[src/hw/rtl/class_priority_request_queue_assert.svh]
// Assertion macros for the class priority request queue.
// Needs signals clk and rst_n in the module that uses the macros.
`ifndef CLASS_PRIORITY_REQUEST_QUEUE_ASSERT_SVH
`define CLASS_PRIORITY_REQUEST_QUEUE_ASSERT_SVH

// Same-cycle implication, checked outside reset.
`define CPRQ_ASSERT_IMP(lbl, ante, cons, msg) \
  lbl: assert property (@(posedge clk) disable iff (!rst_n) (ante) |-> (cons)) else $error(msg);

// Next-cycle implication, checked outside reset.
`define CPRQ_ASSERT_NXT(lbl, ante, cons, msg) \
  lbl: assert property (@(posedge clk) disable iff (!rst_n) (ante) |=> (cons)) else $error(msg);

`endif

[src/hw/rtl/cprq_pkg.sv]
// Shared types and constants for the class priority request queue.
// No dependencies; used by cprq_ctrl, cprq_dpath and the top level.
package cprq_pkg;

  localparam int DEPTH_DEF = 16;
  localparam int TAG_BITS  = 16;
  localparam int POL_W     = 2;
  localparam int CAP_W     = 5;
  localparam int OCC_W     = 5;

  localparam logic [POL_W-1:0] POL_FIFO    = 2'd0;
  localparam logic [POL_W-1:0] POL_STATIC  = 2'd1;
  localparam logic [POL_W-1:0] POL_DYNAMIC = 2'd2;
  localparam logic [CAP_W-1:0] CAP_RESET   = 5'd16;

  // register indexes (paddr[2])
  localparam logic REG_POLICY   = 1'b0;
  localparam logic REG_CAPACITY = 1'b1;

  // request kinds
  localparam logic REQ_INSERT   = 1'b0;
  localparam logic REQ_DISPATCH = 1'b1;

  typedef enum logic [1:0] {
    ST_DONE  = 2'd0,
    ST_FULL  = 2'd1,
    ST_EMPTY = 2'd2
  } stat_t;

  typedef enum logic [2:0] {
    OP_NONE,
    OP_INSERT,
    OP_REJECT,
    OP_DISPATCH,
    OP_EMPTY
  } op_t;

  typedef enum logic {
    S_IDLE,
    S_EXEC
  } state_t;

  typedef struct packed {
    logic                req_type;
    logic [TAG_BITS-1:0] tag;
    logic                req_static;
  } in_item_t;

  typedef struct packed {
    stat_t               status;
    logic [TAG_BITS-1:0] out_tag;
    logic                out_static;
    logic [OCC_W-1:0]    occupancy;
  } out_item_t;

  typedef struct packed {
    logic load;
    op_t  op;
  } cmd_t;

  typedef struct packed {
    logic empty;
    logic full;
  } dp_stat_t;

endpackage

[src/hw/rtl/class_priority_request_queue.sv]
// Class priority request queue, top level: config registers, controller, datapath.
// The result strobe (out_valid) is high for one cycle; it is registered at the end of the execute state.
// A new item is not taken while busy; busy is high for the execute cycle after each accept.
// The execute cycle does find-first, compaction and the tail write of the entry store.
// Reset (rst_n low, synchronous): queue empty, policy FIFO, capacity 16; entries undefined.
// Results cannot be held off by the receiver.
module class_priority_request_queue #(
  parameter int DEPTH = cprq_pkg::DEPTH_DEF
) (
  input  logic                 clk,
  input  logic                 rst_n,
  // command channel
  input  logic                 start,
  output logic                 busy,
  input  cprq_pkg::in_item_t   in_data,
  // result channel
  output logic                 out_valid,
  output cprq_pkg::out_item_t  out_data,
  // configuration port
  input  logic                 psel,
  input  logic                 penable,
  input  logic                 pwrite,
  input  logic [2:0]           paddr,
  input  logic [31:0]          pwdata,
  output logic [31:0]          prdata,
  output logic                 pready
);
  import cprq_pkg::*;

  logic [POL_W-1:0] policy_r;
  logic [CAP_W-1:0] capacity_r;
  logic             cfg_wr;
  cmd_t             cmd;
  dp_stat_t         dp_stat;

  // Register map: policy at byte 0, capacity at byte 4; paddr[2] picks the register.
  assign pready = 1'b1;
  assign cfg_wr = psel && penable && pwrite;

  always_ff @(posedge clk) begin
    if (!rst_n) begin
      policy_r   <= POL_FIFO;
      capacity_r <= CAP_RESET;
    end else if (cfg_wr) begin
      if (paddr[2] == REG_POLICY) begin
        policy_r <= pwdata[POL_W-1:0];
      end else begin
        capacity_r <= pwdata[CAP_W-1:0];
      end
    end
  end

  assign prdata = (paddr[2] == REG_CAPACITY) ? 32'(capacity_r) : 32'(policy_r);

  // Controller: takes an item when idle, then issues one operation to the datapath,
  // chosen from the request kind and the empty/full flags.
  cprq_ctrl u_ctrl (
    .clk      (clk),
    .rst_n    (rst_n),
    .start    (start),
    .req_type (in_data.req_type),
    .dp_stat  (dp_stat),
    .busy     (busy),
    .cmd      (cmd)
  );

  // Datapath: entry store kept in arrival order; a dispatch pulls the picked entry
  // and shifts all younger entries down in the same cycle.
  cprq_dpath #(
    .DEPTH (DEPTH)
  ) u_dpath (
    .clk       (clk),
    .rst_n     (rst_n),
    .cmd       (cmd),
    .in_data   (in_data),
    .policy    (policy_r),
    .capacity  (capacity_r),
    .dp_stat   (dp_stat),
    .out_valid (out_valid),
    .out_data  (out_data)
  );

endmodule

[src/hw/rtl/cprq_ctrl.sv]
// Controller for the class priority request queue: accept/execute sequencing.
// Depends on cprq_pkg and class_priority_request_queue_assert.svh.
`include "class_priority_request_queue_assert.svh"

module cprq_ctrl (
  input  logic               clk,
  input  logic               rst_n,
  input  logic               start,
  input  logic               req_type,
  input  cprq_pkg::dp_stat_t dp_stat,
  output logic               busy,
  output cprq_pkg::cmd_t     cmd
);
  import cprq_pkg::*;

  state_t state_r, state_nxt;
  logic   req_type_r;

  always_ff @(posedge clk) begin
    if (!rst_n) begin
      state_r <= S_IDLE;
    end else begin
      state_r <= state_nxt;
    end
  end

  always_ff @(posedge clk) begin
    if (cmd.load) begin
      req_type_r <= req_type;
    end
  end

  // next state
  always_comb begin
    state_nxt = state_r;
    unique case (state_r)
      S_IDLE: begin
        if (start) state_nxt = S_EXEC;
      end
      S_EXEC: state_nxt = S_IDLE;
    endcase
  end

  // outputs
  always_comb begin
    busy     = 1'b0;
    cmd.load = 1'b0;
    cmd.op   = OP_NONE;
    unique case (state_r)
      S_IDLE: begin
        cmd.load = start;
      end
      S_EXEC: begin
        busy = 1'b1;
        if (req_type_r == REQ_DISPATCH) begin
          cmd.op = dp_stat.empty ? OP_EMPTY : OP_DISPATCH;
        end else begin
          cmd.op = dp_stat.full ? OP_REJECT : OP_INSERT;
        end
      end
    endcase
  end

  `CPRQ_ASSERT_NXT(a_load_exec, cmd.load, state_r == S_EXEC, "accept not followed by execute")
  `CPRQ_ASSERT_NXT(a_exec_once, state_r == S_EXEC, state_r == S_IDLE, "execute held too long")
  `CPRQ_ASSERT_IMP(a_exec_op, state_r == S_EXEC, cmd.op != OP_NONE && !cmd.load,
                   "execute cycle without operation")

endmodule

[src/hw/rtl/cprq_dpath.sv]
// Datapath: entry store with find-first select, compaction on dispatch, result register.
// Depends on cprq_pkg and class_priority_request_queue_assert.svh.
`include "class_priority_request_queue_assert.svh"

module cprq_dpath #(
  parameter int DEPTH = cprq_pkg::DEPTH_DEF
) (
  input  logic                           clk,
  input  logic                           rst_n,
  input  cprq_pkg::cmd_t                 cmd,
  input  cprq_pkg::in_item_t             in_data,
  input  logic [cprq_pkg::POL_W-1:0]     policy,
  input  logic [cprq_pkg::CAP_W-1:0]     capacity,
  output cprq_pkg::dp_stat_t             dp_stat,
  output logic                           out_valid,
  output cprq_pkg::out_item_t            out_data
);
  import cprq_pkg::*;

  localparam int CNT_W = $clog2(DEPTH + 1);
  localparam int IDX_W = $clog2(DEPTH);

  logic [TAG_BITS-1:0] tag_r [DEPTH];
  logic [DEPTH-1:0]    cls_r;
  logic [CNT_W-1:0]    count_r, count_nxt;
  logic [TAG_BITS-1:0] tag_in_r;
  logic                cls_in_r;
  out_item_t           res_r, res_nxt;
  logic                out_valid_r;

  logic [DEPTH-1:0]    occ, match, first, pick, ge_mask;
  logic                pol_sel, want_cls;
  logic [TAG_BITS-1:0] sel_tag;
  logic                sel_cls;

  // live entries sit below count
  always_comb begin
    for (int i = 0; i < DEPTH; i++) begin
      occ[i] = (CNT_W'(i) < count_r);
    end
  end

  assign pol_sel  = (policy == POL_STATIC) || (policy == POL_DYNAMIC);
  assign want_cls = (policy == POL_STATIC);

  // oldest entry of wanted class, else head
  always_comb begin
    match   = pol_sel ? (occ & (want_cls ? cls_r : ~cls_r)) : '0;
    first   = match & (~match + DEPTH'(1));
    pick    = (match == '0) ? DEPTH'(1) : first;
    ge_mask = ~(pick - DEPTH'(1));
    sel_tag = '0;
    for (int i = 0; i < DEPTH; i++) begin
      if (pick[i]) sel_tag = sel_tag | tag_r[i];
    end
    sel_cls = |(pick & cls_r);
  end

  assign dp_stat.empty = (count_r == '0);
  assign dp_stat.full  = (32'(count_r) >= 32'(capacity)) || (32'(count_r) >= DEPTH);

  always_comb begin
    count_nxt          = count_r;
    res_nxt.status     = ST_DONE;
    res_nxt.out_tag    = '0;
    res_nxt.out_static = 1'b0;
    unique case (cmd.op)
      OP_INSERT:   count_nxt = count_r + CNT_W'(1);
      OP_DISPATCH: begin
        count_nxt          = count_r - CNT_W'(1);
        res_nxt.out_tag    = sel_tag;
        res_nxt.out_static = sel_cls;
      end
      OP_REJECT:   res_nxt.status = ST_FULL;
      OP_EMPTY:    res_nxt.status = ST_EMPTY;
      OP_NONE:     ;
    endcase
    res_nxt.occupancy = OCC_W'(count_nxt);
  end

  always_ff @(posedge clk) begin
    if (!rst_n) begin
      count_r     <= '0;
      out_valid_r <= 1'b0;
    end else begin
      count_r     <= count_nxt;
      out_valid_r <= (cmd.op != OP_NONE);
    end
  end

  // payload: no reset
  always_ff @(posedge clk) begin
    if (cmd.load) begin
      tag_in_r <= in_data.tag;
      cls_in_r <= in_data.req_static;
    end
    if (cmd.op != OP_NONE) begin
      res_r <= res_nxt;
    end
    if (cmd.op == OP_INSERT) begin
      tag_r[count_r[IDX_W-1:0]] <= tag_in_r;
      cls_r[count_r[IDX_W-1:0]] <= cls_in_r;
    end else if (cmd.op == OP_DISPATCH) begin
      for (int i = 0; i < DEPTH - 1; i++) begin
        if (ge_mask[i]) begin
          tag_r[i] <= tag_r[i+1];
          cls_r[i] <= cls_r[i+1];
        end
      end
      if (ge_mask[DEPTH-1]) begin
        tag_r[DEPTH-1] <= '0;
        cls_r[DEPTH-1] <= 1'b0;
      end
    end
  end

  assign out_valid = out_valid_r;
  assign out_data  = res_r;

  `CPRQ_ASSERT_IMP(a_cnt_bound, 1'b1, count_r <= CNT_W'(DEPTH), "count above depth")
  `CPRQ_ASSERT_NXT(a_res_strobe, cmd.op != OP_NONE, out_valid_r, "missing result strobe")
  `CPRQ_ASSERT_NXT(a_fail_hold, cmd.op == OP_REJECT || cmd.op == OP_EMPTY, $stable(count_r),
                   "failed item changed count")
  `CPRQ_ASSERT_NXT(a_disp_dec, cmd.op == OP_DISPATCH, count_r + CNT_W'(1) == $past(count_r),
                   "dispatch did not remove one entry")

endmodule
[config.mk]
export PLATFORM = sky130hd
export DESIGN_NAME = class_priority_request_queue
export DESIGN_NICKNAME = d
export VERILOG_FILES = /design/src/hw/rtl/cprq_pkg.sv /design/src/hw/rtl/class_priority_request_queue.sv /design/src/hw/rtl/cprq_ctrl.sv /design/src/hw/rtl/cprq_dpath.sv
export VERILOG_INCLUDE_DIRS = /design/src /design/src/hw/rtl
export SDC_FILE = /design/constraint.sdc
export NUM_CORES = 1
export LEC_CHECK = 0
export ABC_AREA = 0
export BUFFER_PORTS_ARGS = -buffer_cell sky130_fd_sc_hd__buf_2
export CORE_AREA = 10 10 232 234
export DETAILED_ROUTE_END_ITERATION = 16
export DIE_AREA = 0 0 242 244
export SYNTH_ARGS = -nofsm -noshare
export SYNTH_HDL_FRONTEND = slang
export SYNTH_HIERARCHICAL = 1
export SYNTH_SLANG_ARGS = --single-unit
export TNS_END_PERCENT = 30
[constraint.sdc]
create_clock -name clk -period 6.95 [get_ports clk]
set_clock_uncertainty 0.1 [all_clocks]
set_input_delay 1.0425 -clock clk [delete_from_list [all_inputs] [get_ports clk]]
set_output_delay 1.0425 -clock clk [all_outputs]
set_load 0.005 [all_outputs]
==> load_flow_metrics.sql <==
INSERT INTO impl_metrics (metric_group, metric, value, unit) VALUES
('floorplanning', 'row_count', '82', ''),
('finish', 'insertedDiodeCount', '0', ''),
('worst_hold_path', 'min-delay-path-class', 'flop to flop', ''),
('drt', 'finalWirelength', '53.6', 'mm'),
('clock_network', 'worst_setup_hold_path_clk_slew', '0.06', 'ns'),
('logic_synthesis', 'yosys_register_bits', '328', ''),
('clock_network', 'clockBufferDepth', '3', ''),
('floorplanning', 'die_h', '244', 'um'),
('timing', 'worst-slew-pin-transition', '1.11', 'ns'),
('global_routing', 'antenna_found_initial', '0', ''),
('timing', 'period_minus_slack', '6.10', 'ns'),
('global_routing', 'grt_pass1_wl', '78.6', 'mm'),
('finish', 'nets', '1453', ''),
('logic_synthesis', 'synth_warnings', '6', ''),
('floorplanning', 'die_w', '242', 'um'),
('global_routing', 'groute.usage.overall', '0.176', ''),
('critical_path', 'required', '7.16', 'ns'),
('critical_path', 'slowest_library_cell_on_the_worst_path', 'sky130_fd_sc_hd__nor2_4', ''),
('critical_path', 'critical_path.cell_chain', 'inv_1, ha_1, o21bai_2, nor2_1, or3_1, nor3_4, and2_4, nor2_2, ha_1, inv_1, nor3_1, a31oi_1, nor2_1, xor2_2, nor2_4, mux2_2', ''),
('timing', 'timing.max_slew.rel_slack', '0.259', ''),
('clock_network', 'numCtsBuffers', '39', ''),
('finish', 'postLayoutCoreUtil', '0.390', ''),
('timing', 'slew_violations', '0', ''),
('logic_synthesis', 'syn_area_per_cell', '12.8', 'um^2'),
('timing', 'setup_repair_after_global_routing_missed_its_margin', 'false', ''),
('clock_network', 'postCtsResizedCells', '0', ''),
('place', 'placement.io_buffers', '60', ''),
('drt', 'drt_first_pass_iters', '6', ''),
('logic_synthesis', 'synth-main-ff-cell', 'sky130_fd_sc_hd__edfxtp_1', ''),
('clock_network', 'post_cts_buffers', '0', ''),
('critical_path', 'crit_buf_inv', '2', ''),
('finish', 'final_layout_size_suffix_gt1_frac', '0.309', ''),
('drt', 'first_iter_violations', '1278', ''),
('logic_synthesis', 'synthesis.instances', '1332', ''),
('drt', 'routed-via-count', '11900', ''),
('logic_synthesis', 'seq_area_frac_synth', '0.560', ''),
('logic_synthesis', 'synthesis.area', '17100', 'um^2'),
('clock_network', 'cts_tree', 'built', ''),
('power_and_ir_drop', 'power_per_cell_area', '228', 'nW/um^2'),
('floorplanning', 'initial_util', '0.345', ''),
('timing', 'timing.final.setup_violations', '0', ''),
('clock_network', 'clk-insertion-delay-late', '0.57', 'ns'),
('logic_synthesis', 'synthDominantAreaCellType', 'sky130_fd_sc_hd__edfxtp_1', ''),
('critical_path', 'critical_path.max_fanout', '20', ''),
('place', 'routabilityCongestion', '0.897', ''),
('floorplanning', 'fp.dieArea', '59000', 'um^2'),
('floorplanning', 'ioPinCount', '118', ''),
('floorplanning', 'core_area', '49500', 'um^2'),
('critical_path', 'crit_family', 'simple AND/OR/NAND/NOR gates', ''),
('drt', 'avgRoutedWirePerCell', '25.7', 'um'),
('timing', 'totalNegativeSetupSlack', '0', 'ns'),
('critical_path', 'max_stage_delay', '0.73', 'ns'),
('outcome', 'outcome', 'finished clean', ''),
('critical_path', 'critPathLaunchType', 'flop', ''),
('logic_synthesis', 'post_synth_edffs', '298', ''),
('global_routing', 'number_of_global_route_vias_before_repair', '11700', ''),
('job', 'max_cap_violations', '0', ''),
('power_and_ir_drop', 'ir_worst_vdd', '134', 'uV'),
('logic_synthesis', 'yosys.area.top_type_share', '0.524', ''),
('clock_network', 'cts_hold_repair.buffers', '0', ''),
('place', 'place_hpwl', '32.8', 'mm'),
('critical_path', 'timing.critical_path.arrival', '6.31', 'ns'),
('clock_network', 'cts.sinks', '328', ''),
('clock_network', 'clock-root-buffer', 'sky130_fd_sc_hd__clkbuf_16', ''),
('logic_synthesis', 'synthArstFlopShare', '0', ''),
('timing', 'final_min_period_over_clock_period', '0.877', ''),
('power_and_ir_drop', 'total_leakage_power', '6.53', 'nW'),
('drt', 'via_per_inst', '5.73', ''),
('logic_synthesis', 'synth_area_leaders', 'sky130_fd_sc_hd__edfxtp_1 52%, sky130_fd_sc_hd__mux2_2 13%, sky130_fd_sc_hd__dfxtp_1 3.5%, sky130_fd_sc_hd__nand2_1 3.3%, sky130_fd_sc_hd__mux2_4 2.3%', ''),
('global_routing', 'maximum_number_of_pins_on_one_net_before_global_route_repair', '33', ''),
('timing', 'timing.final.hold_violations', '0', '');
==> layout by cell type (no fill, tap or decap), types with 7 or more instances in the layout <==
master,n
sky130_fd_sc_hd__nor3_1,25
sky130_fd_sc_hd__edfxtp_1,298
sky130_fd_sc_hd__mux2_1,15
sky130_fd_sc_hd__a22o_1,32
sky130_fd_sc_hd__nand3_1,21
sky130_fd_sc_hd__conb_1,28
sky130_fd_sc_hd__inv_1,14
sky130_fd_sc_hd__a22oi_1,51
sky130_fd_sc_hd__mux2_4,26
sky130_fd_sc_hd__mux2i_1,8
sky130_fd_sc_hd__a31oi_1,21
sky130_fd_sc_hd__xnor2_1,8
sky130_fd_sc_hd__o31ai_1,15
sky130_fd_sc_hd__nor2_1,24
sky130_fd_sc_hd__ha_1,12
sky130_fd_sc_hd__clkbuf_16,39
sky130_fd_sc_hd__a222oi_1,18
sky130_fd_sc_hd__o211ai_1,19
sky130_fd_sc_hd__clkbuf_1,16
sky130_fd_sc_hd__nor2b_1,9
sky130_fd_sc_hd__mux2_2,201
sky130_fd_sc_hd__a211oi_1,7
sky130_fd_sc_hd__o21ai_0,28
sky130_fd_sc_hd__dfxtp_1,30
sky130_fd_sc_hd__and2_1,8
sky130_fd_sc_hd__xor2_1,17
sky130_fd_sc_hd__nand2_1,150
sky130_fd_sc_hd__buf_4,46
sky130_fd_sc_hd__a21oi_1,42
sky130_fd_sc_hd__buf_2,60
==> sequential cells by signal (all words and copies together), names as in the netlist <==
register           cells
u_dpath/tag_r        256
policy_r               2
u_dpath/cls_r         16
capacity_r             5
u_dpath/cls_in_r       1
u_ctrl/req_type_r      1
u_dpath/tag_in_r      16
u_dpath/out_valid      1
u_dpath/count_r        5
u_dpath/out_data      24
u_ctrl/state_r         1
==> report_power, final <==
part | internal (W) | leakage (nW) | switching, W | total [W]
logic | 0.0000970 | 2.99 | 0.000102 | 0.000199
registers | 0.00219 | 2.96 | 0.0000370 | 0.00222
clock network | 0.00113 | 0.583 | 0.000845 | 0.00197
total | 0.00341 | 6.53 | 0.000984 | 0.00440
==> cells by family (layout without fill, tap and decap cells) <==
logic type | after synthesis | in the layout | share of synthesized area
buffers and inverters | 137 | 191 | 0.0427
adders and majority gates | 12 | 12 | 0.00880
and+or+nand+nor | 299 | 299 | 0.0885
AOI/OAI and AO/OA | 278 | 278 | 0.116
DFF | 328 | 328 | 0.560
xor gates and xnor gates | 26 | 26 | 0.0138
muxes | 250 | 250 | 0.170
other | 2 | 28 | 0.000440
==> through the flow <==
stage	hold WS, ns	cell area [um^2]	cells	setup WS [ns]
2_1_floorplan	0.343	17200	1358	1.89
6_report	0.374	19300	2084	0.853
5_1_grt	0.387	19300	2084	0.696
3_3_place_gp	0.357	18100	2013	1.12
4_1_cts	0.368	19300	2084	1.03
3_5_place_dp	0.360	18100	2013	1.03
==> layout make-up <==
class | instances | area, um^2 | area share
sequential | 328 | 9550 | 0.495
clock buffer | 59 | 1090 | 0.0566
clock inverter | 12 | 109 | 0.00565
timing repair buffer | 106 | 646 | 0.0335
tap | 672 | 841 | 0.0436
inverter | 14 | 52.6 | 0.00273
multi-input combinational | 893 | 6990 | 0.363
==> metal layers <==
layer,track usage,share of wire,wire [um],up-vias
met3,0.0296,0.088,4740,101
met2,0.288,0.47,24900,620
met5,0,0,0,-
li1,-,-,-,5172
met1,0.229,0.41,22100,6042
met4,0.0694,0.034,1810,0
==> tightest hold or removal path, cell delays in order (launching register included) <==
cell and delay, ns:
sky130_fd_sc_hd__dfxtp_1 0.32, sky130_fd_sc_hd__nand2_1 0.05, sky130_fd_sc_hd__a21oi_1 0.05
==> final timing paths <==
check	from	to	slack (ns)	cells after the start
worst max register to register	policy_r[1]	u_dpath/tag_r[10][2]	0.85	16
worst min register to register	u_dpath/tag_r[15][1]	u_dpath/tag_r[15][1]	0.37	2
worst max-delay path	policy_r[1]	u_dpath/tag_r[10][2]	0.85	16
worst min-delay path	u_dpath/tag_r[15][1]	u_dpath/tag_r[15][1]	0.37	2
Power figures use the tool's default switching activity.
